$ cat src/flr_pkg.sv
// Package for the firmware record loader: job and command types, register
// constants and the transfer-setup value table.
// No dependencies.
package flr_pkg;

  localparam logic [31:0] SetupBase = 32'h0000_1c11;
  localparam logic [31:0] BusyReg   = 32'h0000_1c1a;
  localparam logic [31:0] DataPort  = 32'h0001_1800;
  localparam logic [31:0] HalfBase  = 32'h0000_1000;

  localparam logic [15:0] FlagsWord  = 16'd1;
  localparam logic [15:0] FlagsHalf  = 16'd2;
  localparam logic [15:0] FlagsXfer  = 16'd4;
  localparam logic [15:0] FlagsEnd   = 16'd0;

  localparam logic [3:0] HdrLast    = 4'd9;
  localparam logic [3:0] SetupSteps = 4'd10;

  localparam int unsigned QDepth = 2;
  localparam int unsigned QPtrW  = (QDepth > 1) ? $clog2(QDepth) : 1;
  localparam int unsigned QCntW  = $clog2(QDepth + 1);

  typedef enum logic [1:0] {
    KIND_WRITE = 2'd0,
    KIND_WAIT  = 2'd1,
    KIND_END   = 2'd2
  } cmd_kind_e;

  typedef enum logic [1:0] {
    JOB_WRITE = 2'd0,
    JOB_SETUP = 2'd1,
    JOB_END   = 2'd2
  } job_op_e;

  // For a setup job, addr carries the doubled offset and data the byte count.
  typedef struct packed {
    job_op_e     op;
    logic [31:0] addr;
    logic [31:0] data;
    logic        add_wait;
  } job_t;

  typedef struct packed {
    cmd_kind_e   kind;
    logic [31:0] addr;
    logic [31:0] data;
    logic        last;
  } cmd_t;

  function automatic logic [31:0] setup_value(input logic [3:0]  step,
                                              input logic [31:0] off2,
                                              input logic [31:0] len);
    logic [31:0] v;
    v = '0;
    unique case (step)
      4'd0, 4'd7:       v = {16'd0, off2[15:0]};
      4'd1, 4'd8:       v = {16'd0, off2[31:16]};
      4'd2, 4'd3:       v = len;
      4'd5, 4'd6, 4'd9: v = 32'd1;
      default:          v = '0;
    endcase
    return v;
  endfunction

endpackage

$ cat src/flr_front.sv
// Front end of the firmware record loader: parses headers and payload bytes
// and turns each byte into at most one job. Depends on flr_pkg.
module flr_front (
  input  logic          clk_i,
  input  logic          rst_ni,
  input  logic          byte_valid_i,
  output logic          byte_ready_o,
  input  logic [7:0]    byte_i,
  input  logic          end_i,
  input  logic          queue_full_i,
  output logic          push_o,
  output flr_pkg::job_t job_o
);
  import flr_pkg::*;

  logic [3:0]  hdr_idx_q, hdr_idx_d;
  logic        in_pay_q, in_pay_d;
  logic        stopped_q, stopped_d;
  logic [15:0] flags_q, flags_d;
  logic [31:0] offset_q, offset_d;
  logic [31:0] len_q, len_d;
  logic [31:0] pidx_q, pidx_d;
  logic [23:0] held_q, held_d;
  logic [31:0] base_q, base_d;

  logic        accept;
  logic [31:0] len_full, len2, word, pidx_inc;
  logic        is_half, active, last, emit;
  logic [1:0]  pos;

  assign byte_ready_o = !queue_full_i;
  assign accept       = byte_valid_i && byte_ready_o;

  assign len_full = {byte_i, len_q[23:0]};
  assign len2     = {len_full[30:0], 1'b0};
  assign pidx_inc = pidx_q + 32'd1;

  assign is_half = (flags_q == FlagsHalf);
  assign active  = (flags_q == FlagsWord) || is_half || (flags_q == FlagsXfer);
  assign pos     = is_half ? {1'b0, pidx_q[0]} : pidx_q[1:0];
  assign last    = (pidx_inc == len_q);
  assign emit    = active && (last || (pos == (is_half ? 2'd1 : 2'd3)));
  // Bytes above the current position are always zero in the held word.
  assign word    = {8'd0, held_q} | ({24'd0, byte_i} << {pos, 3'b000});

  always_comb begin
    hdr_idx_d = hdr_idx_q;
    in_pay_d  = in_pay_q;
    stopped_d = stopped_q;
    flags_d   = flags_q;
    offset_d  = offset_q;
    len_d     = len_q;
    pidx_d    = pidx_q;
    held_d    = held_q;
    base_d    = base_q;
    push_o    = 1'b0;
    job_o     = '{op: JOB_WRITE, addr: '0, data: '0, add_wait: 1'b0};

    if (accept && !stopped_q) begin
      if (in_pay_q) begin
        if (active) begin
          held_d = emit ? 24'd0 : word[23:0];
        end
        push_o = emit;
        job_o.add_wait = last && (flags_q == FlagsXfer);
        priority if (flags_q == FlagsWord) begin
          job_o.addr = base_q + {2'b00, pidx_q[31:2]};
          job_o.data = {word[15:8], word[7:0], word[31:24], word[23:16]};
        end else if (is_half) begin
          job_o.addr = base_q + {1'b0, pidx_q[31:1]};
          job_o.data = {16'd0, word[15:8], word[7:0]};
        end else begin
          job_o.addr = DataPort;
          job_o.data = {word[23:16], word[31:24], word[7:0], word[15:8]};
        end
        if (last) begin
          in_pay_d = 1'b0;
          pidx_d   = '0;
          held_d   = '0;
        end else begin
          pidx_d = pidx_inc;
        end
      end else begin
        unique case (hdr_idx_q)
          4'd0:    flags_d[7:0]    = byte_i;
          4'd1:    flags_d[15:8]   = byte_i;
          4'd2:    offset_d[7:0]   = byte_i;
          4'd3:    offset_d[15:8]  = byte_i;
          4'd4:    offset_d[23:16] = byte_i;
          4'd5:    offset_d[31:24] = byte_i;
          4'd6:    len_d[7:0]      = byte_i;
          4'd7:    len_d[15:8]     = byte_i;
          4'd8:    len_d[23:16]    = byte_i;
          default: len_d           = len2;
        endcase
        if (hdr_idx_q == HdrLast) begin
          hdr_idx_d = '0;
          pidx_d    = '0;
          held_d    = '0;
          base_d    = is_half ? (HalfBase + offset_q) : {1'b0, offset_q[31:1]};
          if (flags_q == FlagsEnd) begin
            stopped_d = 1'b1;
            in_pay_d  = 1'b0;
            push_o    = 1'b1;
            job_o.op  = JOB_END;
          end else begin
            in_pay_d = (len2 != 32'd0);
            if (flags_q == FlagsXfer) begin
              push_o         = 1'b1;
              job_o.op       = JOB_SETUP;
              job_o.addr     = {offset_q[30:0], 1'b0};
              job_o.data     = len2;
              job_o.add_wait = (len2 == 32'd0);
            end
          end
        end else begin
          hdr_idx_d = hdr_idx_q + 4'd1;
        end
      end
    end

    // The last beat of an image drops any partial record.
    if (accept && end_i) begin
      hdr_idx_d = '0;
      in_pay_d  = 1'b0;
      pidx_d    = '0;
      held_d    = '0;
      stopped_d = 1'b0;
    end
  end

  always_ff @(posedge clk_i or negedge rst_ni) begin
    if (!rst_ni) begin
      hdr_idx_q <= '0;
      in_pay_q  <= 1'b0;
      stopped_q <= 1'b0;
      flags_q   <= '0;
      offset_q  <= '0;
      len_q     <= '0;
      pidx_q    <= '0;
      held_q    <= '0;
    end else begin
      hdr_idx_q <= hdr_idx_d;
      in_pay_q  <= in_pay_d;
      stopped_q <= stopped_d;
      flags_q   <= flags_d;
      offset_q  <= offset_d;
      len_q     <= len_d;
      pidx_q    <= pidx_d;
      held_q    <= held_d;
    end
  end

  always_ff @(posedge clk_i) begin
    base_q <= base_d;
  end

endmodule

$ cat src/flr_queue.sv
// Short job queue between the parser front end and the command back end.
// Depends on flr_pkg.
module flr_queue (
  input  logic          clk_i,
  input  logic          rst_ni,
  input  logic          push_i,
  input  flr_pkg::job_t push_job_i,
  output logic          full_o,
  input  logic          pop_i,
  output logic          head_valid_o,
  output flr_pkg::job_t head_o
);
  import flr_pkg::*;

  job_t             slot_q [QDepth];
  logic [QPtrW-1:0] wr_ptr_q, rd_ptr_q;
  logic [QCntW-1:0] count_q;
  logic             do_push, do_pop;

  assign full_o       = (count_q == QCntW'(QDepth));
  assign head_valid_o = (count_q != '0);
  assign head_o       = slot_q[rd_ptr_q];
  assign do_push      = push_i && !full_o;
  assign do_pop       = pop_i && head_valid_o;

  always_ff @(posedge clk_i or negedge rst_ni) begin
    if (!rst_ni) begin
      wr_ptr_q <= '0;
      rd_ptr_q <= '0;
      count_q  <= '0;
    end else begin
      if (do_push) begin
        wr_ptr_q <= (wr_ptr_q == QPtrW'(QDepth - 1)) ? '0 : wr_ptr_q + 1'b1;
      end
      if (do_pop) begin
        rd_ptr_q <= (rd_ptr_q == QPtrW'(QDepth - 1)) ? '0 : rd_ptr_q + 1'b1;
      end
      unique case ({do_push, do_pop})
        2'b10:   count_q <= count_q + 1'b1;
        2'b01:   count_q <= count_q - 1'b1;
        default: count_q <= count_q;
      endcase
    end
  end

  always_ff @(posedge clk_i) begin
    if (do_push) begin
      slot_q[wr_ptr_q] <= push_job_i;
    end
  end

endmodule

$ cat src/flr_back.sv
// Back end of the firmware record loader (needs flr_pkg): expands queued jobs
// into register commands in an output register, one per cycle unless stalled.
module flr_back (
  input  logic          clk_i,
  input  logic          rst_ni,
  input  logic          head_valid_i,
  input  flr_pkg::job_t head_i,
  output logic          pop_o,
  output logic          cmd_valid_o,
  input  logic          cmd_ready_i,
  output flr_pkg::cmd_t cmd_o
);
  import flr_pkg::*;

  logic [3:0] step_q;
  logic [3:0] last_step;
  logic       out_valid_q;
  cmd_t       out_q, cmd_d;
  logic       load, is_wait;

  assign last_step = ((head_i.op == JOB_SETUP) ? (SetupSteps - 4'd1) : 4'd0)
                   + {3'b000, head_i.add_wait};
  assign load      = head_valid_i && (!out_valid_q || cmd_ready_i);
  assign pop_o     = load && (step_q == last_step);
  assign is_wait   = head_i.add_wait && (step_q == last_step);

  always_comb begin
    cmd_d      = '{kind: KIND_WRITE, addr: '0, data: '0, last: 1'b0};
    cmd_d.last = (step_q == last_step);
    if (is_wait) begin
      cmd_d.kind = KIND_WAIT;
      cmd_d.addr = BusyReg;
    end else begin
      unique case (head_i.op)
        JOB_END: begin
          cmd_d.kind = KIND_END;
        end
        JOB_SETUP: begin
          cmd_d.addr = SetupBase + {28'd0, step_q};
          cmd_d.data = setup_value(step_q, head_i.addr, head_i.data);
        end
        default: begin
          cmd_d.addr = head_i.addr;
          cmd_d.data = head_i.data;
        end
      endcase
    end
  end

  always_ff @(posedge clk_i or negedge rst_ni) begin
    if (!rst_ni) begin
      step_q      <= '0;
      out_valid_q <= 1'b0;
    end else begin
      if (pop_o) begin
        step_q <= '0;
      end else if (load) begin
        step_q <= step_q + 4'd1;
      end
      if (load) begin
        out_valid_q <= 1'b1;
      end else if (cmd_ready_i) begin
        out_valid_q <= 1'b0;
      end
    end
  end

  always_ff @(posedge clk_i) begin
    if (load) begin
      out_q <= cmd_d;
    end
  end

  assign cmd_valid_o = out_valid_q;
  assign cmd_o       = out_q;

  a_step_bound: assert property (@(posedge clk_i) disable iff (!rst_ni)
    head_valid_i |-> step_q <= last_step)
    else $error("command step ran past the end of its job");

  a_end_clean: assert property (@(posedge clk_i) disable iff (!rst_ni)
    (out_valid_q && out_q.kind == KIND_END) |->
      (out_q.addr == 32'd0 && out_q.data == 32'd0 && out_q.last))
    else $error("end command carries address or data");

  a_wait_last: assert property (@(posedge clk_i) disable iff (!rst_ni)
    (out_valid_q && out_q.kind == KIND_WAIT) |->
      (out_q.addr == BusyReg && out_q.data == 32'd0 && out_q.last))
    else $error("wait command malformed or not last of its burst");

endmodule

$ cat src/firmware_record_loader.sv
// Top level of the firmware record loader: parser front end, job queue and
// command back end. Depends on flr_pkg, flr_front, flr_queue and flr_back.
//
// The loader takes one image byte per beat and emits register commands. A
// byte is taken every cycle as long as the two-entry job queue has room; most
// bytes cause no command or one. The back end sends one command per cycle
// while the output is not stalled, so a type-4 record's header, which expands
// into ten setup writes (eleven with the wait for an empty payload), can hold
// the input until the queue has room, and the byte that ends a type-4 payload
// yields a data write and then a wait. Bytes pass through the job queue and
// the output register; a stalled output fills the queue and holds the input.
module firmware_record_loader (
  input  logic        clk_i,
  input  logic        rst_ni,
  input  logic        s_axis_tvalid_i,
  output logic        s_axis_tready_o,
  input  logic [7:0]  s_axis_tdata_i,   // [7:0] data_byte
  input  logic        s_axis_tlast_i,   // image_end
  output logic        m_axis_tvalid_o,
  input  logic        m_axis_tready_i,
  output logic [63:0] m_axis_tdata_o,   // [31:0] reg_address, [63:32] reg_data
  output logic [1:0]  m_axis_tuser_o,   // [1:0] command_kind
  output logic        m_axis_tlast_o    // final_of_burst
);
  import flr_pkg::*;

  logic queue_full, push, pop, head_valid;
  job_t push_job, head;
  cmd_t cmd;

  flr_front u_front (
    .clk_i        (clk_i),
    .rst_ni       (rst_ni),
    .byte_valid_i (s_axis_tvalid_i),
    .byte_ready_o (s_axis_tready_o),
    .byte_i       (s_axis_tdata_i),
    .end_i        (s_axis_tlast_i),
    .queue_full_i (queue_full),
    .push_o       (push),
    .job_o        (push_job)
  );

  flr_queue u_queue (
    .clk_i        (clk_i),
    .rst_ni       (rst_ni),
    .push_i       (push),
    .push_job_i   (push_job),
    .full_o       (queue_full),
    .pop_i        (pop),
    .head_valid_o (head_valid),
    .head_o       (head)
  );

  flr_back u_back (
    .clk_i        (clk_i),
    .rst_ni       (rst_ni),
    .head_valid_i (head_valid),
    .head_i       (head),
    .pop_o        (pop),
    .cmd_valid_o  (m_axis_tvalid_o),
    .cmd_ready_i  (m_axis_tready_i),
    .cmd_o        (cmd)
  );

  assign m_axis_tdata_o = {cmd.data, cmd.addr};
  assign m_axis_tuser_o = cmd.kind;
  assign m_axis_tlast_o = cmd.last;

endmodule
$ cat config.mk
export PLATFORM = sky130hd
export DESIGN_NAME = firmware_record_loader
export DESIGN_NICKNAME = d
export VERILOG_FILES = /design/src/flr_pkg.sv /design/src/flr_front.sv /design/src/flr_queue.sv /design/src/flr_back.sv /design/src/firmware_record_loader.sv
export SDC_FILE = /design/constraint.sdc
export NUM_CORES = 1
export LEC_CHECK = 0
export ABC_AREA = 0
export BUFFER_PORTS_ARGS = -buffer_cell sky130_fd_sc_hd__buf_4
export CORE_ASPECT_RATIO = 1.2
export CORE_MARGIN = 4
export CORE_UTILIZATION = 50
export DETAILED_ROUTE_END_ITERATION = 8
export PLACE_DENSITY = 0.67
export SLEW_MARGIN = 20
export SYNTH_ARGS = -nofsm -noshare
export SYNTH_HDL_FRONTEND = slang
export SYNTH_SLANG_ARGS = --single-unit
$ cat constraint.sdc
create_clock -name clk_i -period 22 [get_ports clk_i]
set_input_delay 3.3 -clock clk_i [delete_from_list [all_inputs] [get_ports clk_i]]
set_output_delay 3.3 -clock clk_i [all_outputs]
set_load 0.02 [all_outputs]
==> flow_summary.rst <==
.. list-table::
   :header-rows: 1

   * - Metric
     - Value
   * - Number of buffers inserted by hold repair at cts
     - 0
   * - Worst Max-Slew Pin Slew
     - 1040 ps
   * - Total Negative Setup Slacks
     - 0 ps
   * - Most frequent CP cell
     - sky130_fd_sc_hd__buf_4
   * - Final estimated routing congestion in global placement
     - 0.956
   * - Unrepaired setup endpoints after global routing
     - false
   * - Post-synthesis cell area
     - 21800 um^2
   * - Cell area after layout
     - 24100 um^2
   * - Highest cell delay on the worst timing path
     - 840 ps
   * - Die area
     - 47000 um^2
   * - Worst slew margin relative to its limit
     - 0.299
   * - Final setup violation count
     - 0
   * - Via total after detailed routing
     - 16900
   * - Aggregate routed wire length
     - 62500 um
   * - Post-layout instance count excluding filler cells
     - 2658
   * - Count of H-tree levels built during CTS
     - 2
   * - 1st-pass router iterations
     - 8
   * - Grt ovf
     - 0
   * - Required time at the endpoint of the critical path
     - 22170 ps
   * - Wire per inst
     - 23.5 um
   * - Antenna violations before repair
     - 0
   * - Async set or reset register ratio after synthesis
     - 0.393
   * - Register area share after synthesis
     - 0.495
   * - Leading cell types in the layout, fill and taps excluded
     - sky130_fd_sc_hd__edfxtp_1 (233), sky130_fd_sc_hd__nand2_1 (179), sky130_fd_sc_hd__dfrtp_1 (150)
   * - Detailed-placement wirelength estimate
     - 44200 um
   * - Number of nets at the end of the flow
     - 2161
   * - Master of the slowest instance on the critical path
     - sky130_fd_sc_hd__a21boi_4
   * - Layout fillers
     - 3673
   * - Number of flops mapped to enable cells by yosys
     - 233
   * - Cell family contributing the most delay on the critical path
     - simple AND/OR/NAND/NOR gates
   * - CP Buf/Inv Count
     - 4
   * - Synthesized netlist cell count
     - 2058
   * - WP data arrival
     - 6620 ps
   * - Clock latency on the worst-skew pair
     - 540 ps
   * - Num ports
     - 82
   * - Final min period
     - 6450 ps
   * - Switching share of total power
     - 0.272
   * - Highest Clock Rate
     - 155 MHz
   * - Final count of pins violating max slew
     - 0
   * - Max capacitance violation total
     - 0
   * - Mapped Nets
     - 2144
   * - Count of unique library cells instantiated by Yosys
     - 80
   * - Count of buffers from port buffering
     - 81
   * - Period utilisation layout
     - 0.293
   * - CTS tree
     - built
   * - Floorplan die height
     - 237 um
   * - Worst Hold Class
     - register to register
   * - Synthesis-stage register bit count
     - 384
   * - Switching Power
     - 0.000512 W
   * - Layout cells sized above 1
     - 0.141
   * - Share of power burned in registers
     - 0.505
   * - Part of the power in combinational logic
     - 0.124
   * - Yosys warning count
     - 0
   * - DP Area
     - 22800 um^2
   * - Leading cell type in the layout, fill and taps excluded
     - sky130_fd_sc_hd__edfxtp_1
   * - Main flop type after synthesis
     - sky130_fd_sc_hd__edfxtp_1
   * - Initial detailed-routing violation count
     - 1550
   * - DR DRC count
     - 0
   * - Clock transition at the registers of the reported paths
     - 60 ps
   * - Worst supply voltage drop on vdd
     - 45.8 uV
   * - Element type at the critical path end
     - register
   * - Initial standard-cell utilization of the core
     - 0.508
   * - Global Route Usage Sum
     - 0.260
   * - Average size of a mapped cell
     - 10.6 um^2
   * - CP Cell Sequence
     - buf_4 > nand2_1 > or2_2 > nor2_1 > nand3_1 > inv_1 > buf_4 > nand2_1 > a21boi_4 > buf_4
   * - Portion of total power attributed to the clock network
     - 0.371
   * - Clock buffer count from CTS
     - 40
   * - Number of cells after detailed placement
     - 2585
   * - Class of the most critical setup path
     - input port to register
   * - Area of the placeable core
     - 42900 um^2
   * - Kind of start point of the critical path
     - input port
   * - Wire length of the first global-routing pass
     - 95700 um
   * - Detailed-route vias per instance
     - 6.37
   * - Core Rows
     - 83
   * - Worst hold slack
     - 490 ps
   * - Number of clock sinks
     - 384
   * - Die Span X
     - 199 um
   * - Worst clock skew
     - 22.5 ps
   * - Internal power
     - 0.00137 W
   * - Root cell of the clock tree
     - sky130_fd_sc_hd__clkbuf_16
   * - Worst Path Max Fanout
     - 40
   * - Post-place setup slack
     - 14950 ps
   * - Area added between synthesis and finish
     - 10.9%
   * - Number of buffers on the longest clock path
     - 3
   * - Post-CTS Resized
     - 0
   * - Post-CTS Setup Bufs
     - 0
   * - Number of global-route vias before repair
     - 16100
   * - Hold violation count in the final report
     - 0
   * - Remaining antenna violation count after routing
     - 0
   * - Cell leakage power
     - 9.57 nW
   * - Ratio of total power to cell area
     - 78.0 nW/um^2
   * - Post-route setup slack
     - 15550 ps
   * - Maximum number of pins on one net before global-route repair
     - 79
   * - Outcome
     - finished, final reports clean
-- state kept, by name (all words and copies together) (netlist names), 2 cells and up --
name               count
u_back.cmd_o          67
u_back.step_q          4
u_front.base_q        32
u_front.flags_q       16
u_front.hdr_idx_q      4
u_front.held_q        24
u_front.len_q         32
u_front.offset_q      32
u_front.pidx_q        32
u_queue.count_q        2
u_queue.slot_q       134
-- routing by layer --
layer  global-route usage  part of all wire  vias to the layer above
li1                     -                 -                     7795
met1                0.345              0.41                     8268
met2                0.434              0.49                      709
met3               0.0286             0.060                      168
met4                0.110             0.048                        0
met5                    0                 0                        -
-- final timing paths --
kind                                                from  cells past startpoint                               to  slack, ps
max in group asynchronous                         rst_ni                      2    u_front.held_q[5]$_DFFE_PN0P_      17680
hold reg to reg            u_front.held_q[7]$_DFFE_PN0P_                      1    u_front.held_q[7]$_DFFE_PN0P_        490
setup reg to reg           u_front.pidx_q[1]$_DFFE_PN0P_                     11  u_queue.slot_q[1][60]$_DFFE_PP_      16700
setup / recovery                         s_axis_tvalid_i                     10  u_queue.slot_q[1][60]$_DFFE_PP_      15550
hold / removal             u_front.held_q[7]$_DFFE_PN0P_                      1    u_front.held_q[7]$_DFFE_PN0P_        490
min in group asynchronous                         rst_ni                      1     u_back.step_q[2]$_DFFE_PN0P_       2810
-- power groups by stage --
stage	logic, W	clock network, W	registers, W
final	0.000234	0.000699	0.000952
after CTS	0.000234	0.000708	0.000947
after floorplan	0.000199	0	0.000895
after global routing	0.000264	0.000738	0.000954
after detailed placement	0.000232	0	0.000961
after global placement	0.000225	0	0.000960
-- through the flow --
step,utilization,total power (W)
finish,0.563,0.00188
global route,0.563,0.00196
CTS,0.563,0.00189
detailed placement,0.531,0.00119
global placement,0.531,0.00118
floorplan,-,0.00109
-- area by class of cell --
class	count	area, um^2	share of cell area
inverters	37	139	0.00575
multi-input cells	1508	10400	0.430
clock inverters	17	226	0.00938
flip-flops and latches	384	10800	0.446
well taps	552	691	0.0286
clock buffers	55	1140	0.0472
diodes	1	2.50	0.000104
repair buffers	104	785	0.0325
-- synth_stat cells (5+ instances only) --
master | instances | share of area
sky130_fd_sc_hd__o31ai_1 | 11 | 0.0038
sky130_fd_sc_hd__and2_1 | 12 | 0.0034
sky130_fd_sc_hd__a2111oi_0 | 5 | 0.0020
sky130_fd_sc_hd__xor2_1 | 53 | 0.021
sky130_fd_sc_hd__buf_2 | 5 | 0.0011
sky130_fd_sc_hd__clkbuf_1 | 106 | 0.018
sky130_fd_sc_hd__nand4b_1 | 6 | 0.0024
sky130_fd_sc_hd__xnor2_1 | 66 | 0.027
sky130_fd_sc_hd__a32o_1 | 7 | 0.0032
sky130_fd_sc_hd__a22oi_1 | 33 | 0.011
sky130_fd_sc_hd__a21o_1 | 26 | 0.0090
sky130_fd_sc_hd__a22o_1 | 53 | 0.021
sky130_fd_sc_hd__or4_1 | 6 | 0.0021
sky130_fd_sc_hd__nand3_1 | 59 | 0.014
sky130_fd_sc_hd__o31a_1 | 5 | 0.0020
sky130_fd_sc_hd__o21a_1 | 7 | 0.0024
sky130_fd_sc_hd__nor3_1 | 33 | 0.0076
sky130_fd_sc_hd__inv_1 | 37 | 0.0064
sky130_fd_sc_hd__ha_1 | 71 | 0.041
sky130_fd_sc_hd__o21ai_0 | 111 | 0.026
sky130_fd_sc_hd__and4_1 | 6 | 0.0024
sky130_fd_sc_hd__edfxtp_1 | 233 | 0.32
sky130_fd_sc_hd__or2_2 | 7 | 0.0020
sky130_fd_sc_hd__o221ai_1 | 11 | 0.0044
sky130_fd_sc_hd__a211oi_1 | 12 | 0.0041
sky130_fd_sc_hd__nor2b_1 | 14 | 0.0040
sky130_fd_sc_hd__a221oi_1 | 9 | 0.0036
sky130_fd_sc_hd__a21oi_1 | 137 | 0.031
sky130_fd_sc_hd__o21bai_1 | 14 | 0.0048
sky130_fd_sc_hd__a31oi_1 | 16 | 0.0046
sky130_fd_sc_hd__nor4_1 | 20 | 0.0057
sky130_fd_sc_hd__o22ai_1 | 41 | 0.012
sky130_fd_sc_hd__a31o_2 | 14 | 0.0056
sky130_fd_sc_hd__o211ai_1 | 8 | 0.0028
sky130_fd_sc_hd__or3_1 | 7 | 0.0020
sky130_fd_sc_hd__nand2_1 | 179 | 0.031
sky130_fd_sc_hd__o2bb2ai_1 | 18 | 0.0072
sky130_fd_sc_hd__and3_1 | 45 | 0.013
sky130_fd_sc_hd__nand2b_1 | 16 | 0.0046
sky130_fd_sc_hd__nand4_1 | 18 | 0.0052
sky130_fd_sc_hd__nor2_1 | 137 | 0.024
sky130_fd_sc_hd__mux2_2 | 89 | 0.046
sky130_fd_sc_hd__dfrtp_1 | 151 | 0.17
sky130_fd_sc_hd__buf_1 | 12 | 0.0021
sky130_fd_sc_hd__mux2i_1 | 68 | 0.031
-- kinds of logic after synthesis --
| logic type | count (synthesis) | share of synthesized area |
|---|---|---|
| buffers and inverters | 166 | 0.0303 |
| xor gates and xnor gates | 119 | 0.0479 |
| AOI/OAI and AO/OA | 566 | 0.173 |
| and+or+nand+nor | 593 | 0.134 |
| adders and majority gates | 73 | 0.0426 |
| DFF | 384 | 0.495 |
| muxes | 157 | 0.0773 |
-- worst reg2reg max path: cells and delay by family, from the launching register on --
family | cells | cell delay [ps]
AND/OR/NAND/NOR | 6 | 2020
AO/OA/AOI/OAI | 3 | 1420
buffers and inverters | 1 | 590
flip-flops | 1 | 550
adder cells (fa/ha/maj) | 1 | 340
Note: power is estimated with default switching activity, not from simulation.
